## src/hw/rtl/crcfcg_pkg.sv

```systemverilog
`timescale 1ns / 1ps
package crcfcg_pkg;

	localparam int MAX_FRAME_BYTES = 64;
	localparam int COUNT_W = $clog2(MAX_FRAME_BYTES + 1);
	localparam int IDX_W = 6;
	localparam int IDX_LIM = (MAX_FRAME_BYTES - 1 > 63) ? 63 : MAX_FRAME_BYTES - 1;
	localparam int LEN_W = 7;
	localparam int CMP_W = ((COUNT_W > LEN_W) ? COUNT_W : LEN_W) + 1;
	localparam int CRC_W = 16;
	localparam int CFG_IDX_W = 2;
	localparam int QUEUE_DEPTH = 2;

	localparam logic [CFG_IDX_W-1:0] REG_CRC_POLY = 2'd0;
	localparam logic [CFG_IDX_W-1:0] REG_CRC_INIT = 2'd1;
	localparam logic [CFG_IDX_W-1:0] REG_SEND_LEN = 2'd2;
	localparam logic [CFG_IDX_W-1:0] REG_RECV_LEN = 2'd3;

	localparam logic [CRC_W-1:0] POLY_RESET = 16'h1021;
	localparam logic [CRC_W-1:0] INIT_RESET = 16'hFFFF;
	localparam logic [LEN_W-1:0] SEND_LEN_RESET = 7'd43;
	localparam logic [LEN_W-1:0] RECV_LEN_RESET = 7'd29;

	localparam logic [7:0] HDR_FIRST = 8'h53;
	localparam logic [7:0] HDR_SECOND = 8'h50;

	localparam logic [1:0] ST_OK = 2'd0;
	localparam logic [1:0] ST_BAD_LEN = 2'd1;
	localparam logic [1:0] ST_BAD_HDR = 2'd2;
	localparam logic [1:0] ST_BAD_CRC = 2'd3;

	localparam logic [1:0] JOB_ECHO = 2'd0;
	localparam logic [1:0] JOB_CHECK = 2'd1;
	localparam logic [1:0] JOB_GEN = 2'd2;

	typedef struct packed {
		logic [1:0] mode;
		logic [7:0] in_byte;
		logic       in_last;
	} in_word_t;

	typedef struct packed {
		logic [7:0]       out_byte;
		logic [IDX_W-1:0] byte_index;
		logic             is_appended;
		logic             frame_done;
		logic [1:0]       status;
		logic             last_result;
	} out_word_t;

	typedef struct packed {
		logic [1:0]       kind;
		logic [7:0]       data;
		logic [IDX_W-1:0] idx;
		logic [1:0]       status;
		logic [CRC_W-1:0] crc;
	} job_t;

	function automatic logic [CRC_W-1:0] crc_byte(input logic [CRC_W-1:0] c,
			input logic [7:0] b, input logic [CRC_W-1:0] poly);
		logic [CRC_W-1:0] r;
		r = c ^ {b, 8'h00};
		for (int k = 0; k < 8; k++) begin
			if (r[CRC_W-1]) begin
				r = {r[CRC_W-2:0], 1'b0} ^ poly;
			end else begin
				r = {r[CRC_W-2:0], 1'b0};
			end
		end
		return r;
	endfunction

	function automatic logic [IDX_W-1:0] sat_idx(input logic [CMP_W-1:0] pos);
		logic [IDX_W-1:0] res;
		if (pos > CMP_W'(IDX_LIM)) begin
			res = IDX_W'(IDX_LIM);
		end else begin
			res = pos[IDX_W-1:0];
		end
		return res;
	endfunction

endpackage

```

## src/hw/rtl/crc16_frame_checker_generator.sv

```systemverilog
`timescale 1ns / 1ps
// Framed CRC-16 checker and generator. Frame bytes enter one word per cycle on in_*
// while the queue has room, the last one flagged by in_last; the CRC is MSB-first with
// the polynomial and seed taken from registers 0 and 1 (seed applied at each frame
// start), and registers 2 and 3 hold the expected send and receive frame lengths. In
// check modes every byte comes back with its index and the last one carries the status;
// in generate mode the body is echoed and the CRC low and high bytes follow. The front
// end updates the CRC and classifies each byte in the cycle it is accepted, so input
// runs at one byte per cycle while the queue has room; a two-entry job queue feeds the
// back end, which drives a registered output at one word per cycle unless out_ready
// stalls; a generate-mode last byte yields three output words. An accepted byte goes
// through the job queue and the output register. The cfg port is always ready.
module crc16_frame_checker_generator (
	input  logic                             clk,
	input  logic                             arst_n,
	input  logic                             cfg_valid,
	output logic                             cfg_ready,
	input  logic [crcfcg_pkg::CFG_IDX_W-1:0] cfg_index,
	input  logic [crcfcg_pkg::CRC_W-1:0]     cfg_data,
	input  logic                             in_valid,
	output logic                             in_ready,
	input  crcfcg_pkg::in_word_t             in_data,
	output logic                             out_valid,
	input  logic                             out_ready,
	output crcfcg_pkg::out_word_t            out_data
);
	import crcfcg_pkg::*;

	job_t  new_job;
	job_t  head_job;
	logic  q_not_full;
	logic  head_valid;
	logic  pop;
	logic  accept;

	assign cfg_ready = 1'b1;
	assign in_ready  = q_not_full;
	assign accept    = in_valid && q_not_full;

	crcfcg_front u_front (
		.clk       (clk),
		.arst_n    (arst_n),
		.cfg_valid (cfg_valid),
		.cfg_index (cfg_index),
		.cfg_data  (cfg_data),
		.accept    (accept),
		.in_data   (in_data),
		.job       (new_job)
	);

	crcfcg_queue u_queue (
		.clk        (clk),
		.arst_n     (arst_n),
		.push       (accept),
		.push_job   (new_job),
		.not_full   (q_not_full),
		.pop        (pop),
		.head_valid (head_valid),
		.head_job   (head_job)
	);

	crcfcg_back u_back (
		.clk        (clk),
		.arst_n     (arst_n),
		.head_valid (head_valid),
		.head_job   (head_job),
		.pop        (pop),
		.out_valid  (out_valid),
		.out_ready  (out_ready),
		.out_data   (out_data)
	);

endmodule

```

## src/hw/rtl/crcfcg_front.sv

```systemverilog
`timescale 1ns / 1ps
module crcfcg_front (
	input  logic                           clk,
	input  logic                           arst_n,
	input  logic                           cfg_valid,
	input  logic [crcfcg_pkg::CFG_IDX_W-1:0] cfg_index,
	input  logic [crcfcg_pkg::CRC_W-1:0]     cfg_data,
	input  logic                           accept,
	input  crcfcg_pkg::in_word_t           in_data,
	output crcfcg_pkg::job_t               job
);
	import crcfcg_pkg::*;

	logic [CRC_W-1:0]   poly_q;
	logic [CRC_W-1:0]   init_q;
	logic [LEN_W-1:0]   send_len_q;
	logic [LEN_W-1:0]   recv_len_q;

	logic [CRC_W-1:0]   running_crc_q;
	logic [CRC_W-1:0]   one_back_q;
	logic [7:0]         prev_byte_q;
	logic [COUNT_W-1:0] count_q;
	logic               header_good_q;

	logic               start;
	logic [CRC_W-1:0]   base;
	logic [CRC_W-1:0]   two_back;
	logic [CRC_W-1:0]   crc_next;
	logic               hdr_next;
	logic [CMP_W-1:0]   pos;
	logic [CMP_W-1:0]   want;
	logic [1:0]         check_status;

	always_ff @(posedge clk or negedge arst_n) begin
		if (!arst_n) begin
			poly_q     <= POLY_RESET;
			init_q     <= INIT_RESET;
			send_len_q <= SEND_LEN_RESET;
			recv_len_q <= RECV_LEN_RESET;
		end else if (cfg_valid) begin
			case (cfg_index)
				REG_CRC_POLY: poly_q     <= cfg_data;
				REG_CRC_INIT: init_q     <= cfg_data;
				REG_SEND_LEN: send_len_q <= cfg_data[LEN_W-1:0];
				REG_RECV_LEN: recv_len_q <= cfg_data[LEN_W-1:0];
				default: ;
			endcase
		end
	end

	// a zero count marks frame start: seed from the current init value
	assign start    = (count_q == '0);
	assign base     = start ? init_q : running_crc_q;
	assign two_back = start ? init_q : one_back_q;
	assign crc_next = crc_byte(base, in_data.in_byte, poly_q);
	assign pos      = CMP_W'(count_q);
	assign want     = in_data.mode[0] ? CMP_W'(recv_len_q) : CMP_W'(send_len_q);

	always_comb begin
		hdr_next = start ? 1'b1 : header_good_q;
		if (start && in_data.in_byte != HDR_FIRST) begin
			hdr_next = 1'b0;
		end
		if (count_q == COUNT_W'(1) && in_data.in_byte != HDR_SECOND) begin
			hdr_next = 1'b0;
		end
	end

	always_comb begin
		if (want > CMP_W'(MAX_FRAME_BYTES) || pos >= CMP_W'(MAX_FRAME_BYTES) ||
				pos + CMP_W'(1) != want) begin
			check_status = ST_BAD_LEN;
		end else if (start || !hdr_next) begin
			check_status = ST_BAD_HDR;
		end else if (two_back != {in_data.in_byte, prev_byte_q}) begin
			check_status = ST_BAD_CRC;
		end else begin
			check_status = ST_OK;
		end
	end

	always_comb begin
		job.data   = in_data.in_byte;
		job.idx    = sat_idx(pos);
		job.crc    = crc_next;
		job.status = ST_OK;
		if (!in_data.in_last) begin
			job.kind = JOB_ECHO;
		end else if (in_data.mode[1]) begin
			job.kind = JOB_GEN;
		end else begin
			job.kind   = JOB_CHECK;
			job.status = check_status;
		end
	end

	always_ff @(posedge clk or negedge arst_n) begin
		if (!arst_n) begin
			count_q       <= '0;
			header_good_q <= 1'b1;
		end else if (accept) begin
			header_good_q <= hdr_next;
			if (in_data.in_last) begin
				count_q <= '0;
			end else if (count_q < COUNT_W'(MAX_FRAME_BYTES)) begin
				count_q <= count_q + COUNT_W'(1);
			end
		end
	end

	always_ff @(posedge clk) begin
		if (accept) begin
			running_crc_q <= crc_next;
			one_back_q    <= base;
			prev_byte_q   <= in_data.in_byte;
		end
	end

endmodule

```

## src/hw/rtl/crcfcg_queue.sv

```systemverilog
`timescale 1ns / 1ps
module crcfcg_queue (
	input  logic             clk,
	input  logic             arst_n,
	input  logic             push,
	input  crcfcg_pkg::job_t push_job,
	output logic             not_full,
	input  logic             pop,
	output logic             head_valid,
	output crcfcg_pkg::job_t head_job
);
	import crcfcg_pkg::*;

	localparam int AW = (QUEUE_DEPTH > 1) ? $clog2(QUEUE_DEPTH) : 1;
	localparam int CW = $clog2(QUEUE_DEPTH + 1);

	job_t            mem_q [QUEUE_DEPTH];
	logic [AW-1:0]   wr_ptr_q;
	logic [AW-1:0]   rd_ptr_q;
	logic [CW-1:0]   count_q;

	assign not_full   = (count_q < CW'(QUEUE_DEPTH));
	assign head_valid = (count_q != '0);
	assign head_job   = mem_q[rd_ptr_q];

	function automatic logic [AW-1:0] next_ptr(input logic [AW-1:0] p);
		logic [AW-1:0] n;
		if (p == AW'(QUEUE_DEPTH - 1)) begin
			n = '0;
		end else begin
			n = p + AW'(1);
		end
		return n;
	endfunction

	always_ff @(posedge clk or negedge arst_n) begin
		if (!arst_n) begin
			wr_ptr_q <= '0;
			rd_ptr_q <= '0;
			count_q  <= '0;
		end else begin
			if (push) begin
				wr_ptr_q <= next_ptr(wr_ptr_q);
			end
			if (pop) begin
				rd_ptr_q <= next_ptr(rd_ptr_q);
			end
			if (push && !pop) begin
				count_q <= count_q + CW'(1);
			end else if (pop && !push) begin
				count_q <= count_q - CW'(1);
			end
		end
	end

	always_ff @(posedge clk) begin
		if (push) begin
			mem_q[wr_ptr_q] <= push_job;
		end
	end

endmodule

```

## src/hw/rtl/crcfcg_back.sv

```systemverilog
`timescale 1ns / 1ps
module crcfcg_back (
	input  logic                  clk,
	input  logic                  arst_n,
	input  logic                  head_valid,
	input  crcfcg_pkg::job_t      head_job,
	output logic                  pop,
	output logic                  out_valid,
	input  logic                  out_ready,
	output crcfcg_pkg::out_word_t out_data
);
	import crcfcg_pkg::*;

	localparam logic [1:0] PH_BODY   = 2'd0;
	localparam logic [1:0] PH_CRC_LO = 2'd1;
	localparam logic [1:0] PH_CRC_HI = 2'd2;

	logic [1:0]  phase_q;
	logic        out_valid_q;
	out_word_t   out_q;
	out_word_t   nxt;
	logic        load;

	assign load      = head_valid && (!out_valid_q || out_ready);
	assign pop       = load && (head_job.kind != JOB_GEN || phase_q == PH_CRC_HI);
	assign out_valid = out_valid_q;
	assign out_data  = out_q;

	always_comb begin
		nxt.out_byte    = head_job.data;
		nxt.byte_index  = head_job.idx;
		nxt.is_appended = 1'b0;
		nxt.frame_done  = 1'b0;
		nxt.status      = ST_OK;
		nxt.last_result = 1'b1;
		case (head_job.kind)
			JOB_CHECK: begin
				nxt.frame_done = 1'b1;
				nxt.status     = head_job.status;
			end
			JOB_GEN: begin
				case (phase_q)
					PH_CRC_LO: begin
						nxt.out_byte    = head_job.crc[7:0];
						nxt.byte_index  = sat_idx(CMP_W'(head_job.idx) + CMP_W'(1));
						nxt.is_appended = 1'b1;
						nxt.last_result = 1'b0;
					end
					PH_CRC_HI: begin
						nxt.out_byte    = head_job.crc[15:8];
						nxt.byte_index  = sat_idx(CMP_W'(head_job.idx) + CMP_W'(2));
						nxt.is_appended = 1'b1;
						nxt.frame_done  = 1'b1;
					end
					default: begin
						nxt.last_result = 1'b0;
					end
				endcase
			end
			default: ;
		endcase
	end

	always_ff @(posedge clk or negedge arst_n) begin
		if (!arst_n) begin
			phase_q     <= PH_BODY;
			out_valid_q <= 1'b0;
		end else begin
			if (load) begin
				out_valid_q <= 1'b1;
			end else if (out_ready) begin
				out_valid_q <= 1'b0;
			end
			// advance through the three generate words, hold otherwise
			if (load && head_job.kind == JOB_GEN) begin
				case (phase_q)
					PH_BODY:   phase_q <= PH_CRC_LO;
					PH_CRC_LO: phase_q <= PH_CRC_HI;
					default:   phase_q <= PH_BODY;
				endcase
			end
		end
	end

	always_ff @(posedge clk) begin
		if (load) begin
			out_q <= nxt;
		end
	end

endmodule

```

## config.mk

```make
export PLATFORM = sky130hd
export DESIGN_NAME = crc16_frame_checker_generator
export DESIGN_NICKNAME = d
export VERILOG_FILES = /design/src/hw/rtl/crcfcg_pkg.sv /design/src/hw/rtl/crc16_frame_checker_generator.sv /design/src/hw/rtl/crcfcg_front.sv /design/src/hw/rtl/crcfcg_queue.sv /design/src/hw/rtl/crcfcg_back.sv
export SDC_FILE = /design/constraint.sdc
export NUM_CORES = 1
export LEC_CHECK = 0
export BUFFER_PORTS_ARGS = -buffer_cell sky130_fd_sc_hd__buf_2
export CAP_MARGIN = 20
export CORE_UTILIZATION = 41
export CTS_BUF_LIST = sky130_fd_sc_hd__clkbuf_2
export DETAILED_ROUTE_END_ITERATION = 12
export HOLD_SLACK_MARGIN = 0.12
export PLACE_DENSITY_LB_ADDON = 0.1
export SYNTH_ARGS = -nofsm -noshare
export SYNTH_HDL_FRONTEND = slang
export SYNTH_SLANG_ARGS = --single-unit
export TNS_END_PERCENT = 10
```

## constraint.sdc

```tcl
create_clock -name clk -period 7.9 [get_ports clk]
set_input_delay 0.79 -clock clk [delete_from_list [all_inputs] [get_ports clk]]
set_output_delay 0.79 -clock clk [all_outputs]
set_load 0.1 [all_outputs]
```

==> results of run 1 <==
## worst max path at each step
stage	cells past startpoint	to	slack [ns]	startpoint
6_report	15	u_queue.mem_q[1][2]	1.28	u_front.count_q[0]
5_1_grt	15	u_front.running_crc_q[4]	0.77	u_front.count_q[0]
4_1_cts	15	u_front.running_crc_q[4]	1.29	u_front.count_q[0]
3_5_place_dp	15	u_front.running_crc_q[4]	1.36	u_front.count_q[0]
2_1_floorplan	17	u_front.running_crc_q[2]	3.04	u_front.count_q[0]
3_3_place_gp	15	u_queue.mem_q[0][4]	1.52	u_front.count_q[0]
## state kept, by name (all words and copies together) (netlist names), 2 cells and up
signal and count:
u_back.out_data 19, u_back.phase_q 2, u_front.count_q 7, u_front.init_q 16, u_front.one_back_q 16, u_front.poly_q 16
u_front.prev_byte_q 8, u_front.recv_len_q 7, u_front.running_crc_q 16, u_front.send_len_q 7, u_queue.count_q 2, u_queue.mem_q 68
## worst max-delay path: stages, from the launching register on
cell and delay [ns]:
dfrtp_1 0.53, inv_1 0.15, ha_1 0.17, nor4b_4 0.53, a22oi_1 0.28, nor2_2 0.67, a211oi_1 0.17, nor4b_4 0.18
nor2_2 0.62, mux2i_1 0.26, or3_1 0.53, a31oi_1 0.47, o211ai_2 0.22, a2111oi_4 1.00, o21ai_1 0.13, xnor3_1 0.44
## layer usage
| layer | part of all wire (%) | up-vias |
|---|---|---|
| met4 | 0.97 | 0 |
| met5 | 0 | - |
| met2 | 46 | 178 |
| met3 | 4.1 | 17 |
| met1 | 49 | 3671 |
| li1 | - | 3569 |
## Yosys cell counts (all sizes together), types with 6 or more instances
library cell / number / area (sq um)
a31oi: 8 / 50.1
o21ai: 57 / 297
nor3: 26 / 135
a221oi: 8 / 70.1
edfxtp: 127 / 3810
xnor3: 11 / 248
mux2i: 38 / 380
inv: 31 / 116
buf: 18 / 124
dfstp: 28 / 736
mux2: 73 / 822
o211ai: 9 / 72.6
xor2: 19 / 174
or2: 10 / 62.6
dfrtp: 33 / 826
nor2: 42 / 173
clkbuf: 32 / 120
nor4: 11 / 75.1
xnor2: 98 / 858
a21oi: 34 / 174
ha: 11 / 138
nand2b: 15 / 93.8
nand2: 115 / 434
xor3: 6 / 143
a22oi: 6 / 45.0
nand3: 16 / 80.1
## what timing repair did
item,4_1_cts,5_1_grt
hold buffers,2,0
setup endpoints to repair,0,0
resized for setup,0,0
endpoints found under the hold margin,6,0
setup buffers,0,0
## placed cells by master, fill, tap and decap left out, types with 6 or more instances in the layout
cell type / n
a21oi_1: 32
a221oi_1: 8
a22oi_1: 6
a31oi_1: 8
buf_2: 54
buf_4: 9
clkbuf_2: 18
dfrtp_1: 32
dfstp_2: 28
edfxtp_1: 127
ha_1: 11
inv_1: 29
mux2_2: 72
mux2i_1: 38
nand2_1: 114
nand2b_1: 15
nand3_1: 16
nor2_1: 37
nor3_1: 25
nor4_1: 10
o211ai_1: 8
o21ai_0: 39
o21ai_1: 17
xnor2_1: 98
xnor3_1: 11
xor2_1: 18
xor3_1: 6
## logic make-up (layout without fill, tap and decap cells)
logic type      after synthesis  in the layout  share of synthesized area [%]
buf+inv                      81            130                           3.26
simple gates                272            272                           12.3
other cells                   1              2                         0.0340
mux                         112            112                           11.1
flops                       188            188                           48.7
compound gates              169            169                           10.5
fa+ha+maj                    11             11                           1.25
xor+xnor                    134            134                           12.9
## final cells by class
type,instances,area (sq um)
Fill cell,2438,14300
Clock buffer,18,90.1
Inverter,31,116
Sequential cell,188,5380
Clock inverter,14,126
Tap cell,335,419
Timing Repair Buffer,67,413
Multi-Input combinational cell,699,5330
Antenna cell,1,2.50
## metrics by stage
stage	cell area [sq um]	hold slack (ns)	cells	utilization, %	setup WS, ns
after CTS	11800	0.140	1351	45.2	1.29
final	11900	0.218	1353	45.3	1.28
after global routing	11900	0.163	1353	45.3	0.772
after floorplan	11000	0.436	968	-	3.04
after detailed placement	11600	0.449	1317	44.3	1.36
after global placement	11600	0.447	1316	44.2	1.52
==> flow_summary.json, run 1 <==
{
  "outcome": "finished with violations",
  "violations": "DRC",
  "hold_path.startpoint": "cfg_data[8]",
  "use_met3_pct": 2.69,
  "grt_max_degree": 62,
  "dieArea_sq_um": 27600,
  "fin_skew_ns": 0.0480,
  "use_met2_pct": 32.4,
  "setup_viol_count_final": 0,
  "cts_tree": "yes",
  "drive_above_1_share_pct": 22.8,
  "busiest_layer": "met2",
  "min_path_cells": 3,
  "synth_top_flop_cell": "edfxtp_1",
  "ff2ff_path_depth": 15,
  "viasPerCell": 5.50,
  "reg2reg_from": "u_front.count_q[0]",
  "end_kind": "flip-flop",
  "worstPathMaxFanout": 18,
  "wl_mm": 27.8,
  "dp_hpwl_mm": 19.9,
  "fmax_mhz": 151,
  "grt_use_met1_pct": 30.1,
  "ant_nets": 0,
  "drcViolationCount": 7,
  "numClockSinks": 188,
  "critPathArrivalTime_ns": 7.14,
  "start_util_pct": 42.1,
  "rsz0062_at_grt": "no",
  "yosysWarnings": 0,
  "routedWlPerCell_um": 20.5,
  "period_share_pct": 83.8,
  "portBuffers": 54,
  "drt-initial-drc-count": 599,
  "grt_usage_pct": 20.6,
  "firstDrtPassIters": 9,
  "yosysUniqueCellTypes": 87,
  "clock_path_buffers": 2,
  "synth_edf_count": 127,
  "synth.avg_cell_area_sq_um": 11.4,
  "clock_latency_ns": 0.78,
  "overflow": 0,
  "die_h_um": 166,
  "antenna_found_initial": 1,
  "min_path_type": "in2reg",
  "crit_type": "reg2reg",
  "clk_pin_slew_ns": 0.29,
  "cts_root_buffer": "clkbuf_2",
  "hold_viol": 0,
  "ios": 56,
  "grt_pass1_vias": 7101,
  "slew_viol_final": 0,
  "critPathRequiredTime_ns": 8.42,
  "drv_cap": 0,
  "finalSetupTns_ns": 0,
  "rrSetupSlack_ns": 1.28,
  "synth_fp_nets": 1013,
  "area_growth_pct": 7.46,
  "synth-seq-area-share_pct": 48.7,
  "worstMarginPinSlew_ns": 1.10,
  "maxSlewHeadroom_pct": 26.4,
  "num_vias": 7435,
  "syn_inst": 968,
  "cp-start-kind": "flip-flop",
  "htree_levels": 4,
  "nNetsFinal": 1049,
  "die_w_um": 166,
  "core_sq_um": 26200,
  "reg2reg_to": "u_queue.mem_q[1][2]",
  "place.gp.congestion": 0.860,
  "fp-row-count": 59,
  "async_flop_share_pct": 32.4,
  "cts-buffers-inserted": 17,
  "syn_area_sq_um": 11000,
  "hold_end": "u_front.poly_q[8]",
  "ys_seq_elements": 188,
  "grt_pass1_wl_mm": 43.2,
  "fin_crit_ns": 6.62
}
Power of run 1 is not shown: default switching activity piles up to over one toggle a cycle in this logic, so the estimate is an artifact.
==> run 2: changes to the inputs <==
ABC_AREA = 1   (was unset)
clock period = 5.8 ns   (was 7.9 ns; I/O delays follow)
==> run 2 against run 1 <==
Compared with the run above: the flow still finishes with violations (DRC); sequential share of layout area is 0.94 points lower; synthesized cell count is 39% higher; critical endpoint is now u_queue.mem_q[0][2]; critical path depth grew 17; first-iteration DRC count rose by 34%; count of clock-buffer cells in the layout shrank 1; register-to-register slack worse by 0.57 ns; highest routed layer unchanged; flip-flop and latch count is the same; worst hold slack improved by 0.0061 ns; final cell count grew 29%; die area down 0.31%.
==> flow_summary.json, run 2 <==
{
  "outcome": "finished with violations",
  "violations": "DRC",
  "fp-row-count": 59,
  "final_common_cell": "nand2_1",
  "yosysUniqueCellTypes": 49,
  "synth_most_common_cell": "nand2_1",
  "syn_area_sq_um": 11000,
  "crit_type": "reg2reg",
  "dpl_cell_area_sq_um": 11500,
  "slowest_delay_ns": 0.48,
  "met3_length_mm": 1.26,
  "overflow": 0,
  "finalSetupTns_ns": 0,
  "clock_latency_ns": 0.78,
  "ant_nets": 0,
  "grt_pass1_wl_mm": 46.8,
  "synth_edf_count": 127,
  "synth_compound_area_share_pct": 8.06,
  "grt_pass1_vias": 8266,
  "slew_viol_final": 0,
  "regMostFlops": "u_queue.mem_q",
  "synth_xor_area_share_pct": 6.13,
  "setup_viol_count_final": 0,
  "worstMarginPinSlew_ns": 0.896,
  "synth_top_family_by_area": "simple AND/OR/NAND/NOR gates",
  "maxSlewHeadroom_pct": 40.1,
  "syn_inst": 1342,
  "worstPathMaxFanout": 29,
  "grt_max_degree": 62,
  "drcViolationCount": 7,
  "numClockSinks": 188,
  "dieArea_sq_um": 27500,
  "die_h_um": 166,
  "post_cts_buffers": 0,
  "cp_slowest_cell": "dfrtp_1",
  "dr_wl_met2_mm": 13.2,
  "viasPerCell": 5.02,
  "clk_pin_slew_ns": 0.34,
  "nNetsFinal": 1444,
  "cts_root_buffer": "clkbuf_2",
  "fin_skew_ns": 0.0609,
  "htree_levels": 4,
  "grt_usage_pct": 21.9,
  "postCtsHoldBufs": 29,
  "critPathArrivalTime_ns": 5.61,
  "top_layer": "met4",
  "clock_path_buffers": 2,
  "hold_viol": 0,
  "fmax_mhz": 196,
  "ys_seq_elements": 188,
  "synth-seq-area-share_pct": 48.8,
  "drv_cap": 0,
  "hold_ws_ns": 0.224,
  "synthMuxAreaShare_pct": 0.830,
  "synth_top_flop_cell": "edfxtp_1",
  "drt-initial-drc-count": 801,
  "synth_common_cells": "nand2_1, inv_1, edfxtp_1",
  "layout_common_cells": "nand2_1, inv_1, edfxtp_1, nand3_1, o21ai_0",
  "ctsResizeCount": 0,
  "synth_area_leaders": "edfxtp_1, nand2_1, dfrtp_1, dfstp_2, nand3_1",
  "cts_tree": "yes",
  "ios": 56,
  "yosysWarnings": 0,
  "end_kind": "flip-flop",
  "rsz0062_at_grt": "no",
  "synth_fa_ha_area_share_pct": 1.25,
  "num_vias": 8778,
  "die_w_um": 166,
  "async_flop_share_pct": 32.4,
  "synth_fp_nets": 1387,
  "period_share_pct": 87.8,
  "cts-buffers-inserted": 17,
  "routedWlPerCell_um": 16.6,
  "cp-start-kind": "flip-flop",
  "cpMostUsedCell": "nand2_1",
  "wl_mm": 29.0,
  "drt-met1-wl_mm": 14.1,
  "place.gp.congestion": 0.874,
  "antenna_found_initial": 1,
  "synth_simple_gate_area_share_pct": 26.6,
  "largest_reg_flops": 68,
  "fin_crit_ns": 5.09,
  "dp_hpwl_mm": 20.8,
  "core_sq_um": 26200,
  "firstDrtPassIters": 9,
  "portBuffers": 54,
  "drive_above_1_share_pct": 12.8,
  "area_growth_pct": 10.1,
  "yosysTopAreaCell": "edfxtp_1",
  "synth.avg_cell_area_sq_um": 8.20,
  "start_util_pct": 42.0,
  "synth_top_area_share_pct": 34.6,
  "critPathRequiredTime_ns": 6.32,
  "min_path_type": "in2reg",
  "design_area_sq_um": 12100
}
run 2: stage by stage:
step / utilization (%) / setup WS [ns] / std cells
2_1_floorplan: - / 2.31 / 1342
3_3_place_gp: 43.8 / 0.920 / 1683
3_5_place_dp: 43.8 / 0.766 / 1683
4_1_cts: 46.1 / 0.679 / 1744
5_1_grt: 46.2 / 0.145 / 1748
6_report: 46.2 / 0.707 / 1748
run 2: area by class of cell:
| cell class | instances | area, sq um |
|---|---|---|
| fill | 2576 | 14100 |
| sequential | 188 | 5380 |
| multi-input combinational | 934 | 4730 |
| timing repair buffer | 97 | 678 |
| inverter | 161 | 604 |
| tap | 335 | 419 |
| clock inverter | 15 | 223 |
| clock buffer | 17 | 85.1 |
| antenna | 1 | 2.50 |
run 2: cell families after synthesis:
| group | count (synthesis) |
|---|---|
| muxes | 9 |
| DFF | 188 |
| adders and majority gates | 11 |
| and+or+nand+nor | 670 |
| xor gates and xnor gates | 77 |
| AOI/OAI and AO/OA | 166 |
| buffers and inverters | 220 |
| other | 1 |
run 2: path summary, 6_finish.rpt:
path                                    start             endpoint  slack [ns]  cells after the start
hold / removal                       in_valid     u_queue.wr_ptr_q        0.22                      3
max in group asynchronous              arst_n    u_front.poly_q[3]        4.80                      3
setup / recovery           u_front.count_q[0]  u_queue.mem_q[0][2]        0.71                     32
setup reg to reg           u_front.count_q[0]  u_queue.mem_q[0][2]        0.71                     32
min in group asynchronous              arst_n     u_back.out_valid        0.40                      3
hold reg to reg            u_queue.count_q[0]   u_queue.count_q[0]        0.49                      1
run 2: critical path, delay by kind of cell (launching register included):
| family | cells | cell delay (ns) |
|---|---|---|
| buf+inv | 5 | 0.76 |
| fa+ha+maj | 1 | 0.18 |
| flops | 1 | 0.48 |
| simple gates | 26 | 3.38 |
run 2: per-layer routing:
metal	up-vias	global-route usage, %
li1	4452	-
met1	4066	30.9
met2	233	35.2
met3	27	3.17
met4	0	6.22
met5	-	0
Power of run 2 is left out for the same reason.
==> run 3: changes to the inputs <==
clock period = 4.8 ns   (was 5.8 ns; I/O delays follow)
==> run 3 against run 2 <==
Compared with the run above: the run still ends with DRC left; final cell count is 0.51% higher; non-clock buffer count is 8 higher; wire length is 0.91% higher; first-iteration DRC count is 18% higher; sequential share of layout area is 0.29 points lower; utilization is 0.31 points higher; worst setup slack worse by 0.23 ns; final area is 0.66% higher; die area stayed put; clock skew is 0.0056 ns lower; largest cell class unchanged.
==> flow_summary.json, run 3 (synthesis gave the netlist of run 2 again) <==
{
  "start_util_pct": 42.0,
  "fmax_mhz": 231,
  "crit_type": "reg2reg",
  "place.gp.congestion": 0.880,
  "layout_setup_ws_ns": 0.472,
  "grt_usage_pct": 22.0,
  "fin_skew_ns": 0.0553,
  "ant_nets": 0,
  "critPathRequiredTime_ns": 5.32,
  "end_kind": "flip-flop",
  "wl_mm": 29.3,
  "nNetsFinal": 1453,
  "post_cts_buffers": 0,
  "hold_viol": 0,
  "outcome": "finished with violations",
  "viasPerCell": 5.03,
  "finalSetupTns_ns": 0,
  "clk_pin_slew_ns": 0.32,
  "routedWlPerCell_um": 16.7,
  "htree_levels": 4,
  "design_area_sq_um": 12200,
  "cts-buffers-inserted": 17,
  "maxSlewHeadroom_pct": 40.0,
  "critPathArrivalTime_ns": 4.84,
  "fin_crit_ns": 4.33,
  "firstDrtPassIters": 9,
  "cts_root_buffer": "clkbuf_2",
  "portBuffers": 54,
  "core_sq_um": 26200,
  "drive_above_1_share_pct": 13.6,
  "cp-start-kind": "flip-flop",
  "die_h_um": 166,
  "worstMarginPinSlew_ns": 0.898,
  "final_common_cell": "nand2_1",
  "setup_viol_count_final": 0,
  "worstPathMaxFanout": 19,
  "largest_reg_flops": 68,
  "rsz0062_at_grt": "no",
  "grt_max_degree": 62,
  "cts_tree": "yes",
  "dp_slack_ns": 0.177,
  "regMostFlops": "u_queue.mem_q",
  "fp-row-count": 59,
  "min_path_type": "in2reg",
  "period_share_pct": 90.2,
  "overflow": 0,
  "drcViolationCount": 6,
  "area_growth_pct": 10.8,
  "grt_pass1_vias": 8348,
  "slowest_delay_ns": 0.46,
  "drt-initial-drc-count": 943,
  "cp_slowest_cell": "dfrtp_1",
  "violations": "DRC",
  "dpl_cell_area_sq_um": 11500,
  "dieArea_sq_um": 27500,
  "ios": 56,
  "dp_hpwl_mm": 21.2,
  "drv_cap": 0,
  "grt_pass1_wl_mm": 46.9,
  "layout_common_cells": "nand2_1, inv_1, edfxtp_1, nand3_1, o21ai_0",
  "clock_path_buffers": 2,
  "antenna_found_initial": 1,
  "die_w_um": 166,
  "numClockSinks": 188,
  "clock_latency_ns": 0.77,
  "num_vias": 8834,
  "slew_viol_final": 0
}
==> run 3: worst max-delay path, delay by kind of cell, from the launching register on <==
kind                     cells  cell delay [ns]
AND/OR/NAND/NOR             23             2.76
buffers and inverters        6             0.69
flip-flops                   1             0.46
adder cells (fa/ha/maj)      1             0.17
==> run 3: path summary, 6_finish.rpt <==
kind	cells past startpoint	slack, ns	start	to
max	30	0.47	u_front.count_q[1]	u_queue.mem_q[1][4]
min	4	0.20	cfg_index[1]	u_front.init_q[1]
max reg2reg	30	0.47	u_front.count_q[1]	u_queue.mem_q[1][4]
min reg2reg	1	0.50	u_queue.count_q[0]	u_queue.count_q[0]
max in group asynchronous	3	3.90	arst_n	u_front.poly_q[6]
min in group asynchronous	3	0.35	arst_n	u_queue.rd_ptr_q
==> run 3: through the flow <==
step	cells	hold slack, ns	utilization [%]
finish	1757	0.200	46.6
CTS	1753	0.126	46.2
floorplan	1342	0.184	-
global placement	1690	0.462	44.0
detailed placement	1690	0.468	44.0
global route	1757	0.123	46.6
==> run 3: layout make-up <==
cell class	instances	area (sq um)
fill	2574	14000
sequential	188	5380
multi-input combinational	935	4790
timing repair buffer	105	749
inverter	161	604
tap	335	419
clock inverter	15	176
clock buffer	17	85.1
antenna	1	2.50
==> run 3: layer usage <==
layer / GRT usage [%] / share of wire (%)
met3: 2.69 / 3.4
met5: 0 / 0
met1: 31.8 / 50
met4: 5.81 / 1.8
met2: 35.0 / 45
==> run 3: repair_timing <==
action                                  CTS  global route
endpoints found under the setup margin    0            48
hold buffers                             31             0
endpoints found under the hold margin   117             0
resized for setup                         0            11
Power of run 3 is left out for the same reason.
